**config.mk**
```make
export PLATFORM = sky130hd
export DESIGN_NAME = text_markup_tag_parser
export DESIGN_NICKNAME = d
export VERILOG_FILES = /design/src/rtl/core/tmtp_pkg.sv /design/src/rtl/core/text_markup_tag_parser.sv /design/src/rtl/core/tmtp_dp.sv /design/src/rtl/core/tmtp_ctrl.sv
export SDC_FILE = /design/constraint.sdc
export NUM_CORES = 2
export LEC_CHECK = 0
export ABC_AREA = 0
export BUFFER_PORTS_ARGS = -buffer_cell sky130_fd_sc_hd__buf_2
export CORE_MARGIN = 2
export CORE_UTILIZATION = 28
export DETAILED_ROUTE_END_ITERATION = 8
export GPL_ROUTABILITY_DRIVEN = 1
export HOLD_SLACK_MARGIN = 0.06
export PLACE_DENSITY = 0.51
export SLEW_MARGIN = 10
export SYNTH_ARGS = -nofsm -noshare
export SYNTH_HDL_FRONTEND = slang
export SYNTH_SLANG_ARGS = --single-unit
```
**constraint.sdc**
```tcl
create_clock -name clk -period 11.05 [get_ports clk]
set_input_delay 1.105 -clock clk [delete_from_list [all_inputs] [get_ports clk]]
set_output_delay 1.105 -clock clk [all_outputs]
set_load 0.03 [all_outputs]
```
**src/rtl/core/tmtp_pkg.sv**
```systemverilog
// Package for the text markup tag parser: word types, kind codes, keyword
// patterns, control structs and a hex digit helper function.
// No dependencies.
`default_nettype none

package tmtp_pkg;

    localparam int TAG_MAX_DEF  = 32;
    localparam int POS_BITS_DEF = 16;

    localparam logic [1:0] PH_PLAIN = 2'd0;
    localparam logic [1:0] PH_AMP   = 2'd1;
    localparam logic [1:0] PH_TAG   = 2'd2;
    localparam logic [1:0] PH_ENDED = 2'd3;

    localparam logic [3:0] KIND_TEXT  = 4'd0;
    localparam logic [3:0] KIND_FONT  = 4'd1;
    localparam logic [3:0] KIND_IMAGE = 4'd2;
    localparam logic [3:0] KIND_FG    = 4'd3;
    localparam logic [3:0] KIND_MAIN  = 4'd4;
    localparam logic [3:0] KIND_GEOM  = 4'd5;
    localparam logic [3:0] KIND_OUTL  = 4'd6;
    localparam logic [3:0] KIND_LSP   = 4'd7;
    localparam logic [3:0] KIND_LEX   = 4'd8;
    localparam logic [3:0] KIND_JUST  = 4'd9;
    localparam logic [3:0] KIND_VJUST = 4'd10;
    localparam logic [3:0] KIND_PUSH  = 4'd11;
    localparam logic [3:0] KIND_POP   = 4'd12;

    localparam logic [15:0] CH_AMP   = 16'h0026;
    localparam logic [15:0] CH_SEMI  = 16'h003B;
    localparam logic [15:0] CH_MINUS = 16'h002D;
    localparam logic [15:0] CH_COMMA = 16'h002C;
    localparam logic [15:0] CH_ZERO  = 16'h0030;
    localparam logic [7:0]  ALPHA_DEF = 8'hff;

    typedef struct packed {
        logic [15:0] code_unit;
        logic        last;
    } in_word_t;

    typedef struct packed {
        logic [3:0]         kind;
        logic [15:0]        seg_start;
        logic [15:0]        seg_length;
        logic [31:0]        packed_value;
        logic signed [31:0] number;
        logic [2:0]         mode;
        logic               last_of_run;
    } out_word_t;

    typedef struct packed {
        logic step;
        logic decode;
        logic emit_hold;
        logic emit_cmd;
    } dp_cmd_t;

    typedef struct packed {
        logic out_free;
        logic close;
        logic hold_valid;
        logic cmd_valid;
    } dp_stat_t;

    typedef struct packed {
        logic [135:0] text;
        logic [4:0]   len;
        logic [2:0]   off;
        logic         whole;
    } pat_t;

    localparam int NPAT = 30;

    localparam int P_FONT  = 0;
    localparam int P_IMAGE = 1;
    localparam int P_FG    = 2;
    localparam int P_MAIN  = 3;
    localparam int P_GEOM  = 4;
    localparam int P_OUTL  = 5;
    localparam int P_COLOR = 6;
    localparam int P_LSP   = 7;
    localparam int P_LEX   = 8;
    localparam int P_JUST  = 9;
    localparam int P_VJUST = 10;
    localparam int P_PUSH  = 11;
    localparam int P_POP   = 12;
    localparam int P_HNAME = 13;
    localparam int P_VNAME = 20;
    localparam int P_IM_A  = 27;
    localparam int P_IM_SA = 28;
    localparam int P_IM_SI = 29;
    localparam int NNAME   = 7;

    localparam pat_t PATS [NPAT] = '{
        '{136'("font="),             5'd5,  3'd0, 1'b0},
        '{136'("image="),            5'd6,  3'd0, 1'b0},
        '{136'("fg-color="),         5'd9,  3'd0, 1'b0},
        '{136'("main-color="),       5'd11, 3'd0, 1'b0},
        '{136'("geometry-color="),   5'd15, 3'd0, 1'b0},
        '{136'("outline-color="),    5'd14, 3'd0, 1'b0},
        '{136'("color"),             5'd5,  3'd0, 1'b0},
        '{136'("line-spacing="),     5'd13, 3'd0, 1'b0},
        '{136'("line-extra-space="), 5'd17, 3'd0, 1'b0},
        '{136'("just="),             5'd5,  3'd0, 1'b0},
        '{136'("vjust="),            5'd6,  3'd0, 1'b0},
        '{136'("push"),              5'd4,  3'd0, 1'b1},
        '{136'("pop"),               5'd3,  3'd0, 1'b1},
        '{136'("left"),              5'd4,  3'd5, 1'b1},
        '{136'("center"),            5'd6,  3'd5, 1'b1},
        '{136'("right"),             5'd5,  3'd5, 1'b1},
        '{136'("full"),              5'd4,  3'd5, 1'b1},
        '{136'("nleft"),             5'd5,  3'd5, 1'b1},
        '{136'("ncenter"),           5'd7,  3'd5, 1'b1},
        '{136'("nright"),            5'd6,  3'd5, 1'b1},
        '{136'("top"),               5'd3,  3'd6, 1'b1},
        '{136'("center"),            5'd6,  3'd6, 1'b1},
        '{136'("bottom"),            5'd6,  3'd6, 1'b1},
        '{136'("full"),              5'd4,  3'd6, 1'b1},
        '{136'("ntop"),              5'd4,  3'd6, 1'b1},
        '{136'("ncenter"),           5'd7,  3'd6, 1'b1},
        '{136'("nbottom"),           5'd7,  3'd6, 1'b1},
        '{136'("A"),                 5'd1,  3'd6, 1'b0},
        '{136'("SA"),                5'd2,  3'd6, 1'b0},
        '{136'("SI"),                5'd2,  3'd6, 1'b0}
    };

    localparam int NCOL = 4;
    localparam int COL_OFF [NCOL] = '{9, 11, 15, 14};
    localparam int NDEC = 2;
    localparam int DEC_OFF [NDEC] = '{13, 17};
    localparam int FONT_OFF  = 5;
    localparam int IMAGE_OFF = 6;

    function automatic logic [3:0] hex_val(input logic [15:0] u);
        logic [15:0] d;
        d = 16'd0;
        if (u >= 16'h0030 && u <= 16'h0039) d = u - 16'h0030;
        else if (u >= 16'h0041 && u <= 16'h0046) d = u - 16'h0037;
        else if (u >= 16'h0061 && u <= 16'h0066) d = u - 16'h0057;
        return d[3:0];
    endfunction

endpackage

`default_nettype wire

```
**src/rtl/core/text_markup_tag_parser.sv**
```systemverilog
// Top level of the text markup tag parser: controller plus datapath.
// Depends on tmtp_pkg, tmtp_ctrl, tmtp_dp.
//
//  channel | handshake                  | word
//  --------+----------------------------+----------------------------------
//  item    | item_valid / item_stall    | code_unit, last
//  result  | result_valid / result_stall| kind, segment, value, mode, last
//
// A code unit that does not close a tag is taken in the run state; a closing
// unit then goes through a decode state and an emit state (decode, then up to
// two words: held text and command). Keyword matching and value decode run as
// each tag unit is stored, so a close only adds the decode and emit states.
// Reset returns to plain text at position 0. Input stalls in the decode and
// emit states and while the output register is full and not being taken.
`default_nettype none

module text_markup_tag_parser #(
    parameter int TAG_MAX  = tmtp_pkg::TAG_MAX_DEF,
    parameter int POS_BITS = tmtp_pkg::POS_BITS_DEF
) (
    input  wire logic                clk,
    input  wire logic                rst_n,
    input  wire logic                item_valid,
    output logic                     item_stall,
    input  wire tmtp_pkg::in_word_t  item,
    output logic                     result_valid,
    input  wire logic                result_stall,
    output tmtp_pkg::out_word_t      result
);

    tmtp_pkg::dp_cmd_t  cmd;
    tmtp_pkg::dp_stat_t stat;

    tmtp_ctrl u_ctrl (
        .clk        (clk),
        .rst_n      (rst_n),
        .item_valid (item_valid),
        .item_stall (item_stall),
        .stat       (stat),
        .cmd        (cmd)
    );

    tmtp_dp #(
        .TAG_MAX  (TAG_MAX),
        .POS_BITS (POS_BITS)
    ) u_dp (
        .clk          (clk),
        .rst_n        (rst_n),
        .item         (item),
        .cmd          (cmd),
        .result_stall (result_stall),
        .stat         (stat),
        .result_valid (result_valid),
        .result       (result)
    );

endmodule

`default_nettype wire

```
**src/rtl/core/tmtp_dp.sv**
```systemverilog
// Datapath of the text markup tag parser: position tracking, incremental
// tag matching and value decode, held and output words.
// Depends on tmtp_pkg.
`default_nettype none

module tmtp_dp #(
    parameter int TAG_MAX  = tmtp_pkg::TAG_MAX_DEF,
    parameter int POS_BITS = tmtp_pkg::POS_BITS_DEF
) (
    input  wire logic                clk,
    input  wire logic                rst_n,
    input  wire tmtp_pkg::in_word_t  item,
    input  wire tmtp_pkg::dp_cmd_t   cmd,
    input  wire logic                result_stall,
    output tmtp_pkg::dp_stat_t       stat,
    output logic                     result_valid,
    output tmtp_pkg::out_word_t      result
);

    localparam int LEN_W = $clog2(TAG_MAX + 1);

    logic [1:0]          phase_reg, phase_next;
    logic [POS_BITS-1:0] pos_reg, pos_next;
    logic [POS_BITS-1:0] seg_reg, seg_next;
    logic [LEN_W-1:0]    len_reg, len_next;
    logic [tmtp_pkg::NPAT-1:0] flag_reg, flag_next;
    logic [31:0]         font_reg, font_next;
    logic [31:0]         image_reg, image_next;
    logic [31:0]         col_reg [tmtp_pkg::NCOL];
    logic [31:0]         col_next [tmtp_pkg::NCOL];
    logic [31:0]         dec_reg [tmtp_pkg::NDEC];
    logic [31:0]         dec_next [tmtp_pkg::NDEC];
    logic                neg_reg [tmtp_pkg::NDEC];
    logic                neg_next [tmtp_pkg::NDEC];
    logic                comma_reg, comma_next;

    tmtp_pkg::out_word_t hold_reg, hold_next;
    logic                hold_valid_reg, hold_valid_next;
    tmtp_pkg::out_word_t cmd_reg, cmd_next;
    logic                cmd_valid_reg, cmd_valid_next;
    tmtp_pkg::out_word_t out_reg, out_next;
    logic                out_valid_reg, out_valid_next;

    logic [15:0]         c;
    logic                lst;
    logic                txt_valid;
    logic [POS_BITS-1:0] txt_len;
    logic                close;
    logic                do_store;
    logic                do_open;
    logic                end_run;
    tmtp_pkg::out_word_t txt_word;
    logic [31:0]         start32;
    logic [31:0]         len32;

    tmtp_pkg::out_word_t dec_word;
    logic                dec_valid;

    // step: phase and position
    always_comb
    begin
        c          = item.code_unit;
        lst        = item.last;
        txt_valid  = 1'b0;
        txt_len    = pos_reg - seg_reg;
        close      = 1'b0;
        do_store   = 1'b0;
        do_open    = 1'b0;
        end_run    = 1'b0;
        phase_next = phase_reg;
        seg_next   = seg_reg;
        pos_next   = pos_reg;
        unique case (phase_reg)
            tmtp_pkg::PH_ENDED:
            begin
                end_run = lst;
            end
            tmtp_pkg::PH_AMP:
            begin
                txt_valid = 1'b1;
                if (c == 16'd0)
                begin
                    txt_len = pos_reg - POS_BITS'(1) - seg_reg;
                    end_run = 1'b1;
                end
                else if (c == tmtp_pkg::CH_AMP)
                begin
                    seg_next   = pos_reg + POS_BITS'(1);
                    phase_next = tmtp_pkg::PH_PLAIN;
                    end_run    = lst;
                end
                else
                begin
                    txt_len = pos_reg - POS_BITS'(1) - seg_reg;
                    if (c == tmtp_pkg::CH_SEMI)
                    begin
                        seg_next   = pos_reg + POS_BITS'(1);
                        phase_next = tmtp_pkg::PH_PLAIN;
                        end_run    = lst;
                    end
                    else
                    begin
                        do_open    = 1'b1;
                        do_store   = 1'b1;
                        phase_next = tmtp_pkg::PH_TAG;
                        close      = lst;
                        end_run    = lst;
                    end
                end
            end
            tmtp_pkg::PH_TAG:
            begin
                if (c == 16'd0)
                begin
                    close   = 1'b1;
                    end_run = 1'b1;
                end
                else if (c == tmtp_pkg::CH_SEMI)
                begin
                    close      = 1'b1;
                    seg_next   = pos_reg + POS_BITS'(1);
                    phase_next = tmtp_pkg::PH_PLAIN;
                    end_run    = lst;
                end
                else
                begin
                    do_store = 1'b1;
                    close    = lst;
                    end_run  = lst;
                end
            end
            tmtp_pkg::PH_PLAIN:
            begin
                if (c == 16'd0)
                begin
                    txt_valid = (pos_reg != seg_reg);
                    end_run   = 1'b1;
                end
                else if (c == tmtp_pkg::CH_AMP && !lst)
                begin
                    phase_next = tmtp_pkg::PH_AMP;
                end
                else if (lst)
                begin
                    txt_valid = 1'b1;
                    txt_len   = pos_reg + POS_BITS'(1) - seg_reg;
                    end_run   = 1'b1;
                end
            end
            default:
            begin
                end_run = 1'b0;
            end
        endcase
        if (end_run && !lst)
        begin
            phase_next = tmtp_pkg::PH_ENDED;
        end
        else if (end_run)
        begin
            phase_next = tmtp_pkg::PH_PLAIN;
            pos_next   = '0;
            seg_next   = '0;
        end
        else
        begin
            pos_next = pos_reg + POS_BITS'(1);
        end
    end

    always_comb
    begin
        start32               = 32'(seg_reg);
        len32                 = 32'(txt_len);
        txt_word              = '0;
        txt_word.kind         = tmtp_pkg::KIND_TEXT;
        txt_word.seg_start    = start32[15:0];
        txt_word.seg_length   = len32[15:0];
    end

    // step: tag store and incremental match
    always_comb
    begin
        int  ii;
        int  rel;
        int  sel;
        logic [3:0]  hv;
        logic [31:0] dig;
        logic [7:0]  ch;

        len_next   = len_reg;
        flag_next  = flag_reg;
        font_next  = font_reg;
        image_next = image_reg;
        col_next   = col_reg;
        dec_next   = dec_reg;
        neg_next   = neg_reg;
        comma_next = comma_reg;
        hv         = tmtp_pkg::hex_val(c);
        dig        = 32'(c) - 32'(tmtp_pkg::CH_ZERO);
        ii         = 0;
        rel        = 0;
        sel        = 0;
        ch         = 8'd0;
        if (do_open)
        begin
            len_next   = '0;
            flag_next  = '1;
            font_next  = '0;
            image_next = '0;
            comma_next = 1'b0;
            for (int k = 0; k < tmtp_pkg::NCOL; k++)
            begin
                col_next[k] = '0;
            end
            for (int k = 0; k < tmtp_pkg::NDEC; k++)
            begin
                dec_next[k] = '0;
                neg_next[k] = 1'b0;
            end
        end
        if (do_store && int'(len_next) < TAG_MAX)
        begin
            ii = int'(len_next);
            len_next = len_next + LEN_W'(1);
            for (int p = 0; p < tmtp_pkg::NPAT; p++)
            begin
                rel = ii - int'(tmtp_pkg::PATS[p].off);
                if (rel >= 0 && rel < int'(tmtp_pkg::PATS[p].len))
                begin
                    sel = 8 * (int'(tmtp_pkg::PATS[p].len) - 1 - rel);
                end
                else
                begin
                    sel = 0;
                end
                ch = tmtp_pkg::PATS[p].text[sel +: 8];
                if (rel >= 0 && rel < int'(tmtp_pkg::PATS[p].len) && c != {8'h00, ch})
                begin
                    flag_next[p] = 1'b0;
                end
            end
            for (int k = 0; k < 8; k++)
            begin
                if (ii == tmtp_pkg::FONT_OFF + k)
                begin
                    font_next[31-4*k -: 4] = hv;
                end
                if (ii == tmtp_pkg::IMAGE_OFF + k)
                begin
                    image_next[31-4*k -: 4] = hv;
                end
                for (int j = 0; j < tmtp_pkg::NCOL; j++)
                begin
                    if (ii == tmtp_pkg::COL_OFF[j] + 1 + k)
                    begin
                        col_next[j][31-4*k -: 4] = hv;
                    end
                end
            end
            for (int j = 0; j < tmtp_pkg::NDEC; j++)
            begin
                if (ii == tmtp_pkg::DEC_OFF[j])
                begin
                    neg_next[j] = (c == tmtp_pkg::CH_MINUS);
                    dec_next[j] = (c == tmtp_pkg::CH_MINUS) ? 32'd0 : dig;
                end
                else if (ii > tmtp_pkg::DEC_OFF[j])
                begin
                    dec_next[j] = (dec_next[j] << 3) + (dec_next[j] << 1) + dig;
                end
            end
            if (ii >= tmtp_pkg::IMAGE_OFF && c == tmtp_pkg::CH_COMMA)
            begin
                comma_next = 1'b1;
            end
        end
    end

    // decode of the closed tag
    always_comb
    begin
        logic [tmtp_pkg::NPAT-1:0] pm;
        logic [31:0] colv [tmtp_pkg::NCOL];
        logic [31:0] decv [tmtp_pkg::NDEC];
        logic        found;
        int          tl;
        int          need;

        tl = int'(len_reg);
        for (int p = 0; p < tmtp_pkg::NPAT; p++)
        begin
            need = int'(tmtp_pkg::PATS[p].off) + int'(tmtp_pkg::PATS[p].len);
            pm[p] = flag_reg[p] && (tmtp_pkg::PATS[p].whole ? (tl == need) : (tl >= need));
        end
        for (int j = 0; j < tmtp_pkg::NCOL; j++)
        begin
            colv[j] = {col_reg[j][31:8],
                       (tl == tmtp_pkg::COL_OFF[j] + 9) ? col_reg[j][7:0]
                                                         : tmtp_pkg::ALPHA_DEF};
        end
        for (int j = 0; j < tmtp_pkg::NDEC; j++)
        begin
            decv[j] = neg_reg[j] ? (32'd0 - dec_reg[j]) : dec_reg[j];
        end
        dec_word  = '0;
        dec_valid = 1'b0;
        found     = 1'b0;
        dec_word.last_of_run = 1'b1;
        priority if (pm[tmtp_pkg::P_FONT])
        begin
            dec_valid             = 1'b1;
            dec_word.kind         = tmtp_pkg::KIND_FONT;
            dec_word.packed_value = font_reg;
        end
        else if (pm[tmtp_pkg::P_IMAGE])
        begin
            dec_valid = !(comma_reg && (pm[tmtp_pkg::P_IM_A] || pm[tmtp_pkg::P_IM_SA]
                                        || pm[tmtp_pkg::P_IM_SI]));
            dec_word.kind         = tmtp_pkg::KIND_IMAGE;
            dec_word.packed_value = image_reg;
        end
        else if (pm[tmtp_pkg::P_FG])
        begin
            dec_valid             = 1'b1;
            dec_word.kind         = tmtp_pkg::KIND_FG;
            dec_word.packed_value = colv[0];
        end
        else if (pm[tmtp_pkg::P_MAIN])
        begin
            dec_valid             = 1'b1;
            dec_word.kind         = tmtp_pkg::KIND_MAIN;
            dec_word.packed_value = colv[1];
        end
        else if (pm[tmtp_pkg::P_GEOM])
        begin
            dec_valid             = 1'b1;
            dec_word.kind         = tmtp_pkg::KIND_GEOM;
            dec_word.packed_value = colv[2];
        end
        else if (pm[tmtp_pkg::P_OUTL])
        begin
            dec_valid             = 1'b1;
            dec_word.kind         = tmtp_pkg::KIND_OUTL;
            dec_word.packed_value = colv[3];
        end
        else if (pm[tmtp_pkg::P_COLOR])
        begin
            dec_valid = 1'b0;
        end
        else if (pm[tmtp_pkg::P_LSP])
        begin
            dec_valid       = 1'b1;
            dec_word.kind   = tmtp_pkg::KIND_LSP;
            dec_word.number = decv[0];
        end
        else if (pm[tmtp_pkg::P_LEX])
        begin
            dec_valid       = 1'b1;
            dec_word.kind   = tmtp_pkg::KIND_LEX;
            dec_word.number = decv[1];
        end
        else if (pm[tmtp_pkg::P_JUST])
        begin
            dec_word.kind = tmtp_pkg::KIND_JUST;
            for (int h = 0; h < tmtp_pkg::NNAME; h++)
            begin
                if (!found && pm[tmtp_pkg::P_HNAME + h])
                begin
                    found         = 1'b1;
                    dec_word.mode = 3'(h);
                end
            end
            dec_valid = found;
        end
        else if (pm[tmtp_pkg::P_VJUST])
        begin
            dec_word.kind = tmtp_pkg::KIND_VJUST;
            for (int h = 0; h < tmtp_pkg::NNAME; h++)
            begin
                if (!found && pm[tmtp_pkg::P_VNAME + h])
                begin
                    found         = 1'b1;
                    dec_word.mode = 3'(h);
                end
            end
            dec_valid = found;
        end
        else if (pm[tmtp_pkg::P_PUSH])
        begin
            dec_valid     = 1'b1;
            dec_word.kind = tmtp_pkg::KIND_PUSH;
        end
        else if (pm[tmtp_pkg::P_POP])
        begin
            dec_valid     = 1'b1;
            dec_word.kind = tmtp_pkg::KIND_POP;
        end
    end

    // held text, decoded command, output register
    always_comb
    begin
        hold_next       = hold_reg;
        hold_valid_next = hold_valid_reg;
        cmd_next        = cmd_reg;
        cmd_valid_next  = cmd_valid_reg;
        out_next        = out_reg;
        out_valid_next  = out_valid_reg && result_stall;
        if (cmd.step && close)
        begin
            hold_next       = txt_word;
            hold_valid_next = txt_valid;
        end
        if (cmd.decode)
        begin
            cmd_next       = dec_word;
            cmd_valid_next = dec_valid;
        end
        if (cmd.step && !close && txt_valid)
        begin
            out_next             = txt_word;
            out_next.last_of_run = 1'b1;
            out_valid_next       = 1'b1;
        end
        else if (cmd.emit_hold)
        begin
            out_next             = hold_reg;
            out_next.last_of_run = !cmd_valid_reg;
            out_valid_next       = 1'b1;
            hold_valid_next      = 1'b0;
        end
        else if (cmd.emit_cmd)
        begin
            out_next       = cmd_reg;
            out_valid_next = 1'b1;
            cmd_valid_next = 1'b0;
        end
    end

    always_ff @(posedge clk or negedge rst_n)
    begin
        if (!rst_n)
        begin
            phase_reg      <= tmtp_pkg::PH_PLAIN;
            pos_reg        <= '0;
            seg_reg        <= '0;
            len_reg        <= '0;
            hold_valid_reg <= 1'b0;
            cmd_valid_reg  <= 1'b0;
            out_valid_reg  <= 1'b0;
        end
        else
        begin
            if (cmd.step)
            begin
                phase_reg <= phase_next;
                pos_reg   <= pos_next;
                seg_reg   <= seg_next;
                len_reg   <= len_next;
            end
            hold_valid_reg <= hold_valid_next;
            cmd_valid_reg  <= cmd_valid_next;
            out_valid_reg  <= out_valid_next;
        end
    end

    always_ff @(posedge clk)
    begin
        if (cmd.step)
        begin
            flag_reg  <= flag_next;
            font_reg  <= font_next;
            image_reg <= image_next;
            col_reg   <= col_next;
            dec_reg   <= dec_next;
            neg_reg   <= neg_next;
            comma_reg <= comma_next;
        end
        hold_reg <= hold_next;
        cmd_reg  <= cmd_next;
        out_reg  <= out_next;
    end

    assign stat.out_free   = !out_valid_reg || !result_stall;
    assign stat.close      = close;
    assign stat.hold_valid = hold_valid_reg;
    assign stat.cmd_valid  = cmd_valid_reg;
    assign result_valid    = out_valid_reg;
    assign result          = out_reg;

endmodule

`default_nettype wire

```
**src/rtl/core/tmtp_ctrl.sv**
```systemverilog
// Controller of the text markup tag parser: accepts words, sequences tag
// decode and the emission of held text and command words.
// Depends on tmtp_pkg.
`default_nettype none

module tmtp_ctrl (
    input  wire logic               clk,
    input  wire logic               rst_n,
    input  wire logic               item_valid,
    output logic                    item_stall,
    input  wire tmtp_pkg::dp_stat_t stat,
    output tmtp_pkg::dp_cmd_t       cmd
);

    localparam logic [1:0] ST_RUN    = 2'd0;
    localparam logic [1:0] ST_DECODE = 2'd1;
    localparam logic [1:0] ST_EMIT   = 2'd2;

    logic [1:0] state_reg, state_next;

    always_comb
    begin
        state_next = state_reg;
        cmd        = '0;
        item_stall = 1'b1;
        unique case (state_reg)
            ST_RUN:
            begin
                item_stall = !stat.out_free;
                cmd.step   = item_valid && stat.out_free;
                if (cmd.step && stat.close)
                begin
                    state_next = ST_DECODE;
                end
            end
            ST_DECODE:
            begin
                cmd.decode = 1'b1;
                state_next = ST_EMIT;
            end
            ST_EMIT:
            begin
                if (stat.out_free)
                begin
                    if (stat.hold_valid)
                    begin
                        cmd.emit_hold = 1'b1;
                        if (!stat.cmd_valid)
                        begin
                            state_next = ST_RUN;
                        end
                    end
                    else
                    begin
                        cmd.emit_cmd = stat.cmd_valid;
                        state_next   = ST_RUN;
                    end
                end
            end
            default:
            begin
                state_next = ST_RUN;
            end
        endcase
    end

    always_ff @(posedge clk or negedge rst_n)
    begin
        if (!rst_n)
        begin
            state_reg <= ST_RUN;
        end
        else
        begin
            state_reg <= state_next;
        end
    end

endmodule

`default_nettype wire
```
Word level (Yosys, flattened, before mapping)

Cells that the tools add are included.

Add/sub/neg operators: 38
$lt $le $gt $ge: 43
Equal/unequal tests: 78
Shift-type cells: 30
Mux-type cells: 406
Bitwise gates (word level): 1
Reduce and logical (&&, ||, !) cells: 142

Operator list:

| kind                                                                           | number |
|---|---|
| 136-bit by 32-bit variable part select with 8-bit output, first input constant | 30 |
| 32-bit 2-to-1 mux                                                              | 59 |
| 16-bit by 8-bit inequality test with 1-bit output                              | 30 |
| 128-bit 2-to-1 mux                                                             | 2 |
| 4-bit 2-to-1 mux                                                               | 56 |
| 1-bit 2-to-1 mux                                                               | 220 |
| 104-bit 2-to-1 mux                                                             | 2 |
| 16-bit 2-to-1 mux                                                              | 12 |
| 32-bit adder                                                                   | 4 |
| 64-bit 2-to-1 mux                                                              | 2 |
| 1-bit logical AND                                                              | 106 |
| 100-bit 2-to-1 mux                                                             | 1 |
| 6-bit by 5-bit equality test with 1-bit output, second input constant          | 13 |
| 6-bit equality test, second input constant                                     | 12 |
| 16-bit by 6-bit equality test with 1-bit output, second input constant         | 4 |
| 16-bit case mux with 2 select lines                                            | 2 |
| 1-bit by 32-bit subtractor with 32-bit output, first input constant            | 2 |
| 30-bit 2-to-1 mux                                                              | 2 |
| 7-bit by 4-bit < comparator with 1-bit output, second input constant           | 7 |
| 16-bit subtractor                                                              | 3 |
| 2-bit 2-to-1 mux                                                               | 23 |
| 4-bit by 7-bit subtractor with 8-bit output, first input constant              | 5 |
| 3-bit 2-to-1 mux                                                               | 13 |
| 6-bit by 4-bit >= comparator with 1-bit output, second input constant          | 6 |
| other kinds (61)                                                               | 122 |

Register bits after elaboration: 541
Bits of input ports: 21
Output and inout port bits: 106
Word-level logic and storage cells: 773

Longest topological paths before layout

Depth after elaboration: 102
Gate-level depth with buffers: 31
Gate-level depth less buffers: 24

By module

From an unflattened synthesis, not the netlist that was laid out.

Cell total of the unflattened synthesis: 4532
Area, all modules: 39674.3 µm²

By module, submodules not included:

| module    | times used | cells each | area each (µm²) | seq. area each (µm²) |
|---|---|---|---|---|
| tmtp_dp   | 1          | 4519       | 39541.7         | 15249.6 |
| tmtp_ctrl | 1          | 13         | 132.6           | 50.0 |

Worst setup path after synthesis

OpenSTA, ideal clock, no wires.

Kind: input to register
Start point: input port result_stall
End point: register u_dp.len_reg[5]
Library setup time: 0.482 ns
Arrival: 9.966 ns
Data required time: 10.568 ns
Slack: 0.602 ns
Stages on the path: 5
Buffers on the path: 1
Cells stage by stage: a211oi_1 > nand2_1 > inv_1 > clkbuf_1 > a21oi_1

RTL lines:

| item                 | RTL line                     | text |
|---|---|---|
| start, declared      | text_markup_tag_parser.sv:27 | `input wire logic result_stall,` |
| end signal, assigned | tmtp_dp.sv:460               | `len_reg <= len_next;` |
| end, declared        | tmtp_dp.sv:25                | `logic [LEN_W-1:0] len_reg, len_next;` |

Final worst setup path

Start point: input port item[6] (netlist bit)
End point: register u_dp.flag_reg[18] (netlist bit) (data pin)

Cells in the longest elaborated chain, start to end: 16
Elaborated cells between the ends (all ways): 25
Those cells by class: add/sub: 2; order compare: 3; eq/ne: 3; shift: 1; mux: 12; reduce/logical: 4

RTL lines:

| item                                                                                                            | RTL line                       | text |
|---|---|---|
| start, declared                                                                                                 | text_markup_tag_parser.sv:25   | `input wire tmtp_pkg::in_word_t item,` |
| 16-bit by 6-bit equality test with 1-bit output                                                                 | tmtp_dp.sv:95, tmtp_dp.sv:118  |  |
| 1-bit 2-to-1 mux                                                                                                | tmtp_dp.sv:95, tmtp_dp.sv:118  |  |
| 1-bit 2-to-1 mux                                                                                                | tmtp_dp.sv:86                  | `else if (c == tmtp_pkg::CH_AMP)` |
| 1-bit 2-to-1 mux                                                                                                | tmtp_dp.sv:81                  | `if (c == 16'd0)` |
| 1-bit 2-to-1 mux                                                                                                | tmtp_dp.sv:73                  | `unique case (phase_reg)` |
| 6-bit 2-to-1 mux                                                                                                | tmtp_dp.sv:205                 | `if (do_open)` |
| 6-bit by 3-bit subtractor with 7-bit output                                                                     | tmtp_dp.sv:228                 | `rel = ii - int'(tmtp_pkg::PATS[p].off);` |
| 7-bit by 1-bit >= comparator with 1-bit output or 7-bit by 4-bit < comparator with 1-bit output (tied branches) | tmtp_dp.sv:229, tmtp_dp.sv:238 |  |
| 1-bit logical AND                                                                                               | tmtp_dp.sv:229, tmtp_dp.sv:238 |  |
| 32-bit 2-to-1 mux                                                                                               | tmtp_dp.sv:229                 | `if (rel >= 0 && rel < int'(tmtp_pkg::PATS[p].len))` |
| 32-bit 2-to-1 mux                                                                                               | tmtp_dp.sv:222                 | `if (do_store && int'(len_next) < TAG_MAX)` |
| 136-bit by 32-bit variable part select with 8-bit output                                                        | tmtp_dp.sv:237                 | `ch = tmtp_pkg::PATS[p].text[sel +: 8];` |
| 16-bit by 8-bit inequality test with 1-bit output                                                               | tmtp_dp.sv:238                 | `if (rel >= 0 && rel < int'(tmtp_pkg::PATS[p].len) && c != {8'h00, ch})` |
| 1-bit logical AND                                                                                               | tmtp_dp.sv:238                 |  |
| 1-bit 2-to-1 mux                                                                                                | tmtp_dp.sv:238                 |  |
| 30-bit 2-to-1 mux (*)                                                                                           | tmtp_dp.sv:222                 |  |
| named net u_dp.flag_next (one bit)                                                                              | tmtp_dp.sv:26                  | `logic [tmtp_pkg::NPAT-1:0] flag_reg, flag_next;` |
| end signal, assigned                                                                                            | tmtp_dp.sv:472                 | `flag_reg <= flag_next;` |
| end, declared                                                                                                   | tmtp_dp.sv:26                  |  |

The timed path passes the listed nets; every way through them passes the cells marked *. The select of a mux whose other input is x is not followed.
A chain may end at the register's enable or synchronous reset.

==> impl_metrics.json <==
{
  "outcome": "completed",
  "yosysUniqueCellTypes": 96,
  "fin_tns_setup_ps": 0,
  "synth_nets": 4614,
  "placed_area_um2": 42000,
  "rows": 137,
  "clk_pin_slew_worst_paths_ps": 60,
  "synth_top_family_by_area": "compound AO/OA/AOI/OAI gates",
  "synthToLayoutAreaGrowth_pct": 12.6,
  "antenna_found_initial": 10,
  "ios": 127,
  "core_um2": 139000,
  "ctsResizeCount": 0,
  "grt_max_degree": 162,
  "pre_cts_slack_ps": 2720,
  "via_per_inst": 5.73,
  "crit_type": "in2reg",
  "route.detailed.drc": 0,
  "required_ps": 11510,
  "die_h_um": 378,
  "wirelength_um": 153000,
  "die_w_um": 378,
  "die-area_um2": 143000,
  "stdcell_count": 6338,
  "ys_seq_elements": 541,
  "yosysSeqAreaShare_pct": 39.0,
  "drive_gt1_share_pct": 9.20,
  "synth_adder_area_share_pct": 7.13,
  "wl_per_cell_um": 24.1,
  "max_freq_ghz": 0.127,
  "ant_nets": 0,
  "synth_compound_area_share_pct": 27.5,
  "synth_edf_count": 424,
  "initial_core_util_pct": 28.2,
  "setup.worst_path.end_class": "flip-flop",
  "hold_ws_ps": 462,
  "p_total_mw": 13.8,
  "maxCapViolations": 0,
  "track_usage_pct": 20.7,
  "ff2ff_setup_slack_ps": 4410,
  "finalCritPeriodShare_pct": 71.1,
  "synthXorXnorAreaFrac_pct": 5.13,
  "clock_path_buffers": 3,
  "relSlewSlack_pct": 16.7,
  "cellPowerDensity_nw_per_um2": 312,
  "yosys.area_share.simple_pct": 16.3,
  "max_slew.worst_pin.slew_ps": 1240,
  "netlist_instances": 4406,
  "grt_remaining_overflow": 0,
  "postCtsSetupRepairBufs": 0,
  "dr_total_vias": 36300,
  "ir_worst_vdd_mv": 0.181,
  "ctsHtreeMaxLevel": 3,
  "layout_common_cells": "424 x edfxtp_1, 409 x o21ai_0, 404 x nand2_1, 395 x nor2_1, 351 x a21oi_1",
  "routabilityCongestion": 0.943,
  "grt_pass1_wl_um": 227000,
  "fin_nets": 4612,
  "hold_path.class": "reg2reg",
  "clock_skew_ps": 35.7,
  "cts_tree": "yes",
  "arrival_ps": 8320,
  "dp_cells": 6211,
  "dr.pass1.iters": 5,
  "finalHoldViolCount": 0,
  "initialDrtViolationCount": 4052,
  "largest_reg_flops": 128,
  "hpwl_um": 107000,
  "fin_util_pct": 31.7,
  "worstSkewPairLatency_ps": 660,
  "syn_area_um2": 39200,
  "ctsHoldBuffers": 0,
  "finalSetupViolCount": 0,
  "synthMuxAreaShare_pct": 0.983,
  "port-buffer-count": 126,
  "yosysWarningCount": 0,
  "final_common_cell": "edfxtp_1",
  "leakage_nw": 16.2,
  "cts-root-buf": "clkbuf_16",
  "avgSynthCellArea_um2": 8.90,
  "start_kind": "input port",
  "setup_slack_ps": 3190,
  "numClockSinks": 541,
  "grt_pass1_vias": 34500,
  "synth_ff_type": "edfxtp_1",
  "path_max_fanout": 47,
  "period_minus_slack_ps": 7860,
  "maxSlewViolCount": 0,
  "fin_area_um2": 44200,
  "async_flop_share_pct": 8.32,
  "rsz0062_at_grt": "false",
  "cts_buffers": 67,
  "nFillCells": 14700
}
-- where the power goes --
part | switching [mW] | total [mW] | internal (mW) | leakage, nW
logic | 5.10 | 8.00 | 2.90 | 9.82
registers | 0.478 | 3.56 | 3.08 | 5.28
clock network | 0.956 | 2.24 | 1.28 | 1.07
total | 6.53 | 13.8 | 7.26 | 16.2
-- cells in the mapped netlist (45+ instances only) --
library cell    n  share of area, %
a22o_1        108               2.4
nand2_1       405               3.9
clkbuf_1      245               2.3
dfrtp_1        45               2.9
fa_1           61               3.1
nor3_1         98               1.3
edfxtp_1      424                32
ha_1          126               4.0
dfxtp_1        72               3.7
and2_1         77               1.2
nand3_1       107               1.4
a21o_1         62               1.2
a31oi_1        74               1.2
o22ai_1        48              0.77
o21a_1        135               2.6
a211oi_1       68               1.3
inv_1          90              0.86
nor2_1        398               3.8
o21ai_0       409               5.2
a21oi_1       357               4.6
a22oi_1        94               1.8
o31ai_1        51              0.98
xnor2_1       190               4.2
-- worst paths after layout --
path                                   start                 to  depth (start not counted)
setup / recovery                     item[6]  u_dp.flag_reg[18]                         25
max in group asynchronous              rst_n    u_dp.len_reg[3]                          2
hold reg to reg               u_dp.result[0]     u_dp.result[0]                          1
min in group asynchronous              rst_n   u_dp.seg_reg[12]                          2
setup reg to reg           u_dp.phase_reg[1]  u_dp.flag_reg[18]                         24
hold / removal                u_dp.result[0]     u_dp.result[0]                          1
-- area by class of cell --
class / instances / area (µm²) / area share [%]
Multi-Input combinational cell: 3464 / 22500 / 51.0
Sequential cell: 541 / 15300 / 34.6
Tap cell: 1876 / 2350 / 5.31
Clock buffer: 88 / 1840 / 4.16
Timing Repair Buffer: 231 / 1430 / 3.24
Inverter: 99 / 379 / 0.858
Clock inverter: 34 / 350 / 0.793
Antenna cell: 5 / 12.5 / 0.0283
-- metal layers --
layer / GRT usage (%) / part of all wire (%) / vias to the layer above
met5: 0 / 0.027 / -
met4: 7.11 / 3.4 / 6
met3: 4.05 / 8.3 / 279
met2: 30.5 / 42 / 1583
met1: 30.0 / 46 / 17800
li1: - / - / 16600
-- kinds of logic after synthesis --
family / count (synthesis)
muxes: 37
DFF: 541
adders and majority gates: 187
AOI/OAI and AO/OA: 1654
buffers and inverters: 401
and+or+nand+nor: 1358
xor gates and xnor gates: 228
-- critical path, cell delays in order --
cell and delay, ps:
buf_2 490, ha_1 520, nand4b_1 270, and3_1 380
o21ai_4 170, buf_4 480, nand2_1 290, inv_1 290
ha_1 550, inv_1 370, o21ai_0 160, a31oi_1 60
a21o_1 230, inv_1 170, ha_1 400, o21ai_0 190
nor2_1 130, a311oi_1 140, xnor2_1 180, or3_4 350
a311oi_4 400, nand2_2 120, a2111oi_2 350, a2111oi_0 120
o41ai_1 380
No activity file was read; power rests on OpenSTA's default activity.
